[config.mk]
export PLATFORM = sky130hd
export DESIGN_NAME = xorshift_stream_cipher_with_tag
export DESIGN_NICKNAME = d
export VERILOG_FILES = /design/src/rtl/xsc_pkg.sv /design/src/rtl/xorshift_stream_cipher_with_tag.sv /design/src/rtl/xsc_front.sv /design/src/rtl/xsc_back.sv
export SDC_FILE = /design/constraint.sdc
export NUM_CORES = 1
export LEC_CHECK = 0
export ABC_AREA = 1
export BUFFER_PORTS_ARGS = -buffer_cell sky130_fd_sc_hd__buf_2
export CORE_MARGIN = 10
export CORE_UTILIZATION = 50
export DETAILED_ROUTE_END_ITERATION = 8
export PLACE_DENSITY_LB_ADDON = 0.2
export SLEW_MARGIN = 20
export SYNTH_ARGS = -nofsm -noshare
export SYNTH_HDL_FRONTEND = slang
export SYNTH_SLANG_ARGS = --single-unit
export TNS_END_PERCENT = 30
[constraint.sdc]
create_clock -name clk -period 17.6 [get_ports clk]
set_input_delay 2.64 -clock clk [delete_from_list [all_inputs] [get_ports clk]]
set_output_delay 2.64 -clock clk [all_outputs]
set_load 0.03 [all_outputs]
[src/rtl/xsc_pkg.sv]
// Shared types, constants and the xorshift mixing function for the
// xorshift stream cipher with tag. No dependencies.
`timescale 1ns / 1ps

package xsc_pkg;

	localparam logic [63:0] INNER_PAD = 64'h4613_A6F6_B459_51C6;
	localparam logic [63:0] OUTER_PAD = 64'h29E8_FF49_49B2_863D;
	localparam int unsigned SHIFT_A = 13;
	localparam int unsigned SHIFT_B = 7;
	localparam int unsigned SHIFT_C = 17;
	localparam logic [5:0] COUNT_LAST = 6'd62;

	localparam int unsigned QUEUE_DEPTH = 2;

	localparam int unsigned IN_TDATA_W  = 72;
	localparam int unsigned OUT_TDATA_W = 80;

	localparam logic [1:0] OP_START = 2'd0;
	localparam logic [1:0] OP_DATA  = 2'd1;
	localparam logic [1:0] OP_IV    = 2'd2;
	localparam logic [1:0] OP_END   = 2'd3;

	localparam logic [1:0] REG_KEY    = 2'd0;
	localparam logic [1:0] REG_DECRYPT = 2'd1;

	typedef enum logic [1:0] {
		KIND_START,
		KIND_DATA,
		KIND_IV,
		KIND_END
	} kind_t;

	typedef struct packed {
		kind_t       kind;
		logic [7:0]  data_byte;
		logic [63:0] given_tag;
	} item_t;

	typedef struct packed {
		logic [63:0] cipher_key;
		logic        decrypt_mode;
	} cfg_t;

	function automatic logic [63:0] mix64(input logic [63:0] v);
		logic [63:0] a;
		logic [63:0] b;
		a = v ^ (v << SHIFT_A);
		b = a ^ (a >> SHIFT_B);
		return b ^ (b << SHIFT_C);
	endfunction

endpackage

[src/rtl/xorshift_stream_cipher_with_tag.sv]
// An accepted input item is written into the queue, then executed into the output
// register; an output stall can hold it in the queue in between. Throughput: one item
// per cycle while the output register is empty or being drained; each item's state
// update (two xorshifts, a 64-bit shift of the plaintext byte and xors) completes in the
// execute step. tready stays low while the queue is full, even in a cycle with a pop.
// Reset (arst_n low, asynchronous): key 1, encrypt mode, seed 1, tag 0, count 0, queue and
// output register empty; config writes are accepted every cycle. Depends on xsc_pkg,
// xsc_front and xsc_back.
`timescale 1ns / 1ps

module xorshift_stream_cipher_with_tag #(
	parameter int unsigned QUEUE_DEPTH = xsc_pkg::QUEUE_DEPTH
) (
	input  logic                            clk,
	input  logic                            arst_n,
	// input item channel
	input  logic                            s_tvalid,
	output logic                            s_tready,
	input  logic [1:0]                      s_tuser,  // [1:0] opcode
	input  logic [xsc_pkg::IN_TDATA_W-1:0]  s_tdata,  // [7:0] data_byte, [71:8] given_tag
	// result item channel
	output logic                            m_tvalid,
	input  logic                            m_tready,
	output logic [1:0]                      m_tuser,  // [0] byte_valid, [1] tag_valid
	output logic [xsc_pkg::OUT_TDATA_W-1:0] m_tdata,  // [7:0] out_byte, [71:8] final_tag,
	                                                  // [72] tag_match, [79:73] zero
	// configuration write channel
	input  logic                            cfg_valid,
	output logic                            cfg_ready,
	input  logic [1:0]                      cfg_index,
	input  logic [63:0]                     cfg_data
);

	xsc_pkg::cfg_t  cfg_q;
	xsc_pkg::item_t head;
	logic           head_valid;
	logic           pop;

	// Configuration registers; unknown indexes are dropped.
	assign cfg_ready = 1'b1;

	always_ff @(posedge clk or negedge arst_n) begin
		if (!arst_n) begin
			cfg_q.cipher_key   <= 64'd1;
			cfg_q.decrypt_mode <= 1'b0;
		end else if (cfg_valid && cfg_ready) begin
			case (cfg_index)
				xsc_pkg::REG_KEY:     cfg_q.cipher_key   <= cfg_data;
				xsc_pkg::REG_DECRYPT: cfg_q.decrypt_mode <= cfg_data[0];
				default: begin
				end
			endcase
		end
	end

	// Front: accept and classify items, hold them in the queue.
	xsc_front #(
		.DEPTH (QUEUE_DEPTH)
	) u_front (
		.clk        (clk),
		.arst_n     (arst_n),
		.s_tvalid   (s_tvalid),
		.s_tready   (s_tready),
		.s_tuser    (s_tuser),
		.s_tdata    (s_tdata),
		.head       (head),
		.head_valid (head_valid),
		.pop        (pop)
	);

	// Back: advance the cipher state and register one result per item.
	xsc_back u_back (
		.clk        (clk),
		.arst_n     (arst_n),
		.cfg        (cfg_q),
		.head       (head),
		.head_valid (head_valid),
		.pop        (pop),
		.m_tvalid   (m_tvalid),
		.m_tready   (m_tready),
		.m_tuser    (m_tuser),
		.m_tdata    (m_tdata)
	);

endmodule

[src/rtl/xsc_front.sv]
// Front end: accepts input items, classifies the opcode and holds them in a
// short queue for the back end. Depends on xsc_pkg.
`timescale 1ns / 1ps

module xsc_front #(
	parameter int unsigned DEPTH = xsc_pkg::QUEUE_DEPTH
) (
	input  logic                             clk,
	input  logic                             arst_n,
	input  logic                             s_tvalid,
	output logic                             s_tready,
	input  logic [1:0]                       s_tuser,
	input  logic [xsc_pkg::IN_TDATA_W-1:0]   s_tdata,
	output xsc_pkg::item_t                   head,
	output logic                             head_valid,
	input  logic                             pop
);

	localparam int unsigned PTR_W = (DEPTH > 1) ? $clog2(DEPTH) : 1;
	localparam int unsigned CNT_W = $clog2(DEPTH + 1);
	localparam logic [PTR_W-1:0] PTR_LAST = PTR_W'(DEPTH - 1);
	localparam logic [CNT_W-1:0] CNT_FULL = CNT_W'(DEPTH);

	xsc_pkg::item_t mem_q [DEPTH];
	logic [PTR_W-1:0] wr_ptr_q;
	logic [PTR_W-1:0] rd_ptr_q;
	logic [CNT_W-1:0] count_q;
	xsc_pkg::item_t   item_in;
	logic             push;
	logic             do_pop;

	always_comb begin
		case (s_tuser)
			xsc_pkg::OP_START: item_in.kind = xsc_pkg::KIND_START;
			xsc_pkg::OP_DATA:  item_in.kind = xsc_pkg::KIND_DATA;
			xsc_pkg::OP_IV:    item_in.kind = xsc_pkg::KIND_IV;
			xsc_pkg::OP_END:   item_in.kind = xsc_pkg::KIND_END;
			default:           item_in.kind = xsc_pkg::KIND_END;
		endcase
		item_in.data_byte = s_tdata[7:0];
		item_in.given_tag = s_tdata[71:8];
	end

	assign s_tready   = (count_q != CNT_FULL);
	assign push       = s_tvalid && s_tready;
	assign head_valid = (count_q != '0);
	assign do_pop     = pop && head_valid;
	assign head       = mem_q[rd_ptr_q];

	always_ff @(posedge clk) begin
		if (push) begin
			mem_q[wr_ptr_q] <= item_in;
		end
	end

	always_ff @(posedge clk or negedge arst_n) begin
		if (!arst_n) begin
			wr_ptr_q <= '0;
			rd_ptr_q <= '0;
			count_q  <= '0;
		end else begin
			if (push) begin
				wr_ptr_q <= (wr_ptr_q == PTR_LAST) ? '0 : wr_ptr_q + 1'b1;
			end
			if (do_pop) begin
				rd_ptr_q <= (rd_ptr_q == PTR_LAST) ? '0 : rd_ptr_q + 1'b1;
			end
			if (push && !do_pop) begin
				count_q <= count_q + 1'b1;
			end else if (do_pop && !push) begin
				count_q <= count_q - 1'b1;
			end
		end
	end

endmodule

[src/rtl/xsc_back.sv]
// Back end: holds generator seed, running tag and shift count; executes one queued
// item per cycle unless the output stalls and drives the output register. Depends on xsc_pkg.
`timescale 1ns / 1ps

module xsc_back (
	input  logic                            clk,
	input  logic                            arst_n,
	input  xsc_pkg::cfg_t                   cfg,
	input  xsc_pkg::item_t                  head,
	input  logic                            head_valid,
	output logic                            pop,
	output logic                            m_tvalid,
	input  logic                            m_tready,
	output logic [1:0]                      m_tuser,
	output logic [xsc_pkg::OUT_TDATA_W-1:0] m_tdata
);

	logic [63:0] seed_q;
	logic [63:0] tag_q;
	logic [5:0]  count_q;
	logic        out_valid_q;
	logic [7:0]  out_byte_q;
	logic        byte_valid_q;
	logic [63:0] final_tag_q;
	logic        tag_valid_q;
	logic        tag_match_q;

	logic [63:0] seed_mixed;
	logic [7:0]  cipher_byte;
	logic [7:0]  plain;
	logic [5:0]  count_next;
	logic [63:0] tag_mixed;
	logic [63:0] fin;
	logic        is_byte;

	// advance when the output register is empty or being drained
	assign pop = head_valid && (!out_valid_q || m_tready);
	assign is_byte = (head.kind == xsc_pkg::KIND_DATA) || (head.kind == xsc_pkg::KIND_IV);

	always_comb begin
		seed_mixed  = xsc_pkg::mix64(seed_q);
		cipher_byte = head.data_byte ^ seed_mixed[7:0];
		plain       = cfg.decrypt_mode ? cipher_byte : head.data_byte;
		count_next  = (count_q == xsc_pkg::COUNT_LAST) ? '0 : count_q + 1'b1;
		tag_mixed   = xsc_pkg::mix64(tag_q ^ ({56'd0, plain} << count_next));
		fin         = xsc_pkg::mix64(tag_q ^ cfg.cipher_key ^ xsc_pkg::OUTER_PAD);
	end

	always_ff @(posedge clk or negedge arst_n) begin
		if (!arst_n) begin
			seed_q      <= 64'd1;
			tag_q       <= '0;
			count_q     <= '0;
			out_valid_q <= 1'b0;
		end else begin
			if (pop) begin
				out_valid_q <= 1'b1;
				case (head.kind)
					xsc_pkg::KIND_START: begin
						seed_q  <= (cfg.cipher_key > 64'd1) ? cfg.cipher_key : 64'd1;
						tag_q   <= xsc_pkg::mix64(cfg.cipher_key ^ xsc_pkg::INNER_PAD);
						count_q <= '0;
					end
					xsc_pkg::KIND_DATA, xsc_pkg::KIND_IV: begin
						seed_q  <= seed_mixed ^ tag_mixed;
						tag_q   <= tag_mixed;
						count_q <= count_next;
					end
					default: begin
					end
				endcase
			end else if (m_tready) begin
				out_valid_q <= 1'b0;
			end
		end
	end

	always_ff @(posedge clk) begin
		if (pop) begin
			out_byte_q   <= is_byte ? cipher_byte : 8'd0;
			byte_valid_q <= (head.kind == xsc_pkg::KIND_DATA)
				|| ((head.kind == xsc_pkg::KIND_IV) && !cfg.decrypt_mode);
			tag_valid_q  <= (head.kind == xsc_pkg::KIND_END);
			final_tag_q  <= (head.kind == xsc_pkg::KIND_END) ? fin : 64'd0;
			tag_match_q  <= (head.kind == xsc_pkg::KIND_END) && (fin == head.given_tag);
		end
	end

	assign m_tvalid = out_valid_q;
	assign m_tuser  = {tag_valid_q, byte_valid_q};
	assign m_tdata  = {7'd0, tag_match_q, final_tag_q, out_byte_q};

endmodule
# After elaboration in Yosys (flattened, before gate mapping)
# Memory sizes are Yosys's and may differ from the RTL's.
# Cells that the tools add are included.
# totals
in_bits,145
elab_cells,90
out_inout_bits,85
memories,1
ramBits,148
reg_bits,279
# classes
n_mux,15
shift,1
n_bitwise,18
n_reduce_logical,25
eq_ne,10
n_lt_le_gt_ge,1
addsub,5
# memory_table
memory,depth,width,rd,rd_ports_with_merged_regs,write_ports,line_no,source
u_front.mem_q,2,74,1,0,1,xsc_front.sv:24,xsc_pkg::item_t mem_q [DEPTH];
# ops
cell,count
$xor A64 B64 Y64,11
$pmux W64 S2,2
$xor A64 B57 Y64,4
$eq A64 B64 Y1,1
$gt A64 B1 Y1 const B,1
$mux W64,1
$shl A8 B6 Y64,1
$not A33 Y33,1
$not A31 Y31,1
$pmux W6 S2,1
$eq A2 B2 Y1 const B,4
$mux W8,1
$pmux W2 S4,1
$reduce_bool A2 Y1,4
$xor A8 B8 Y8,1
$logic_and A1 B1 Y1,7
$add A6 B1 Y6 const B,1
$eq A2 B1 Y1 const B,3
$eq A6 B6 Y1 const B,1
$logic_not A2 Y1,3
$mux W1,6
$mux W6,1
$reduce_and A2 Y1,3
$logic_not A1 Y1,4
other kinds (7),11

# Depth between registers and ports, before layout
# depth
depth_word,12
ltp_mapped,28
mapped_depth_nobuf,26

# Modules after synthesis
# From an unflattened synthesis, not the netlist that was laid out.
# hier_totals
cells_unflattened,3838
hier_area_um2,29887.4
# by_module_without_submodules
module,instances,cells_per_inst,area_each_um2,seq_area_each_um2
xsc_back,1,3135,21526.9,5631.7
xsc_front,1,417,5594.1,4544.4
xorshift_stream_cipher_with_tag,1,286,2766.4,1627.8

# Worst setup path before layout
# Ideal clock, no wire load.
# synth_path
path_kind,in2reg
start,in m_tready
end,reg u_back.tag_q[34]
setup_ns,0.121
path_stages,8
slack_ns,9.485
path_buffers,2
t_arrival_ns,7.994
cell_sequence,nor2_1 -> a21oi_1 -> inv_1 -> nor2_1 -> inv_1 -> clkbuf_1 -> clkbuf_1 -> a22o_1
# synth_via
elab_chain_len,3
# synth_lines
item,line_no,source
"start, declared",xorshift_stream_cipher_with_tag.sv:23,"input logic m_tready,"
$logic_or A1 B1 Y1,xsc_back.sv:37,assign pop = head_valid && (!out_valid_q || m_tready);
$logic_and A1 B1 Y1,xsc_back.sv:37,
via pop,xorshift_stream_cipher_with_tag.sv:37,logic pop;
$reduce_and A2 Y1 (no source line),-,
"end signal, assigned",xsc_back.sv:61,tag_q <= xsc_pkg::mix64(cfg.cipher_key ^ xsc_pkg::INNER_PAD);
"end signal, assigned",xsc_back.sv:66,tag_q <= tag_mixed;
"end, declared",xsc_back.sv:19,logic [63:0] tag_q;
# The timed path passes the listed nets, and every way through them passes these cells.
# A chain may end at the register's enable or synchronous reset.

# Worst setup path after layout
# layout_path
start,in m_tready
end,reg u_back.tag_q[17]
# The elaborated chain is that of the path after synthesis.

==> impl_metrics.yaml <==
clocking:
  ctsHoldBuffers: 0
  cts_resized: 0
  cts_made_buffers: 50
  post_cts_buffers: 0
  cts_max_path_buffers: 3
  tritoncts: "done"
  htreeDepth: 2
  clk_pin_slew_ps: 70
  clk-insertion-delay-late_ps: 630
  clock-sinks: 427
  cts-root-buf: "clkbuf_16"
die:
  boundaryPins: 230
  rows: 90
  core_sq_um: 60100
  start_util: 0.503
  die_w_microns: 266
  die_height_microns: 266
  die_area_sq_um: 70800
setup_path:
  path_class: "in2reg"
  crit_buf_inv: 5
  cpPeakStageDelay_ps: 1220
  cpMaxStageDelayCell: "nor2_4"
  crit_family: "buffers and inverters"
  required_ps: 18080
  cp_cell_sequence: "buf_2, nor2_1, a21oi_4, inv_1, nor2_4, buf_4, clkinv_2, nor2_4, inv_1, o21ai_0, a22oi_1"
  cp-start-kind: "primary input"
  path_max_fanout: 80
  crit_arrival_ps: 7410
  crit_path_end_kind: "register"
run:
  drv_cap: 0
sta:
  relSlewSlack: 0.200
  rsz0062_at_grt: "no"
  worstMarginPinSlew_ps: 1200
  hold_viol: 0
  slew_violations: 0
  finalSetupViolCount: 0
  tns_ps: 0
  fmax_ghz: 0.144
  min_period_ps: 6920
  finalCritPeriodShare: 0.393
  finClkSkew_ps: 24.6
  timing.hold.ws_ps: 473
layout:
  final_layout_size_suffix_gt1_frac: 0.147
  final_nets: 4044
  design_area_sq_um: 33600
  synthToLayoutAreaGrowth_pct: 11.2
yosys:
  synth-seq-cells: 427
  ys_seq_area_frac: 0.390
  synth_edf_count: 223
  yosys_warnings: 0
  async_reset_ff_frac: 0.478
  netlist_area_sq_um: 30300
  synth.distinct_cells: 65
  syn_inst: 3758
  avgSynthCellArea_sq_um: 8.05
  synth_ff_type: "edfxtp_1"
grt:
  grt_overflow_total: 0
  grt_pass1_vias: 26100
  grtUsageTotal: 0.356
  grt_max_degree: 91
  grt_pass1_wl_microns: 184000
  grt_antenna_before_repair: 1
detailed_routing:
  post_drt_wl_per_cell_microns: 27.4
  dr_total_vias: 28300
  drc_errors: 0
  ant_nets: 0
  drt_iter0_drc: 3742
  via_per_inst: 5.99
  routed_wl_microns: 129000
  first_pass_iters: 6
placement:
  postPlaceCellArea_sq_um: 31900
  hpwl_microns: 102000
  io_buffers: 221
  routabilityCongestion: 1.08
run_status:
  outcome: "finished, final reports clean"
min_path:
  hp-class: "reg2reg"
registers in the layout, summed over array words and instances, names as in the netlist:
register and flops:
u_back.count_q 6, u_front.mem_q 148, cfg_q 65, u_back.out_byte_q 8, u_back.tag_q 64, u_back.m_tvalid 1, u_front.rd_ptr_q 1, u_back.tag_match_q 1
u_back.seed_q 64, u_back.final_tag_q 64, u_back.tag_valid_q 1, u_back.byte_valid_q 1, u_front.wr_ptr_q 1, u_front.count_q 2
layout make-up:
cell class,count,area (sq um)
well taps,782,978
multi-input cells,2887,16700
clock inverters,35,430
clock buffers,58,1320
fillers,5615,26500
repair buffers,264,1440
flip-flops and latches,427,11800
diodes,1,2.50
inverters,263,997
cell usage in the layout, fill, tap and decap left out, drive strengths merged, types with 3 or more instances in the layout:
cell type	netlist	final
nand2	1134	1134
nand3	399	399
xnor2	337	337
buf	87	264
inv	260	262
xor2	233	233
edfxtp	223	223
dfrtp	202	202
nor2	147	147
o21ai	116	116
a21oi	107	107
nand4	94	94
clkbuf	100	58
mux2	50	50
o22ai	49	49
mux2i	48	48
or2	31	31
clkinv	3	24
a21boi	20	20
nor4	19	19
nand3b	19	19
o211ai	11	11
a22oi	9	9
conb	2	8
nor3	8	8
bufinv	0	7
a22o	6	6
ha	6	6
o221ai	5	5
clkinvlp	0	5
o21bai	5	5
a21o	4	4
a221oi	4	4
a31oi	4	4
a211oi	3	3
o31ai	3	3
cells by family (layout without fill, tap and decap cells):
kind of cell | Yosys count | count (layout) | synth area share
simple gates | 1855 | 1855 | 0.275
xor+xnor | 570 | 570 | 0.167
buf+inv | 450 | 620 | 0.0622
flops | 427 | 427 | 0.390
compound gates | 350 | 350 | 0.0683
mux | 98 | 98 | 0.0345
fa+ha+maj | 6 | 6 | 0.00248
other cells | 2 | 9 | 0.000248
final timing paths:
check	from	to	slack [ps]	cells past startpoint
max in group asynchronous	arst_n	cfg_q[30]	14070	2
min in group asynchronous	arst_n	u_back.count_q[4]	2020	1
worst min-delay path	u_front.count_q[0]	u_front.count_q[0]	470	1
worst max register to register	u_front.rd_ptr_q	u_back.tag_q[17]	11820	12
worst max-delay path	m_tready	u_back.tag_q[17]	10680	11
worst min register to register	u_front.count_q[0]	u_front.count_q[0]	470	1
synthesized netlist by cell type (6+ instances only):
library cell     n  area (sq um)
inv_2           16          60.1
xor2_1         227          1990
nand2_1       1063          3990
a22o_1           6          52.6
nand3b_1        19           143
a21boi_1        20           150
buf_2           49           245
dfrtp_1        202          5050
buf_1           14          52.6
a21oi_1        106           531
edfxtp_1       223          6700
buf_6            9           101
nor3_1           6          30.0
o21ai_0         99           495
xnor2_1        333          2920
buf_4           15           113
nand4_1         90           563
nand3_1        382          1910
nor4_1          19           119
o211ai_1        11          82.6
nand2_2         66           413
o22ai_1         49           307
xor2_2           6          97.6
or2_2           29           181
clkbuf_1       100           375
ha_1             6          75.1
nor2_1         136           510
mux2_2          50           563
nand3_2         17           170
mux2i_1         48           480
a22oi_1          9          67.6
inv_1          243           912
o21ai_1         11          55.1
per-stage QoR:
stage	cells	setup slack, ps	utilization
CTS	4716	10830	0.559
global placement	4623	10330	0.530
detailed placement	4623	10200	0.530
finish	4717	10680	0.559
floorplan	3764	9490	-
global route	4716	10420	0.559
layer usage:
| metal | up-vias | share of wire | track usage |
|---|---|---|---|
| met5 | - | 0.000070 | 0 |
| li1 | 12700 | - | - |
| met4 | 2 | 0.070 | 0.207 |
| met2 | 1721 | 0.43 | 0.541 |
| met3 | 373 | 0.12 | 0.0982 |
| met1 | 13500 | 0.38 | 0.450 |
Power is left out: the tool's default activity adds up to more than one toggle a clock period on the data nets, which glitch-free logic cannot reach.
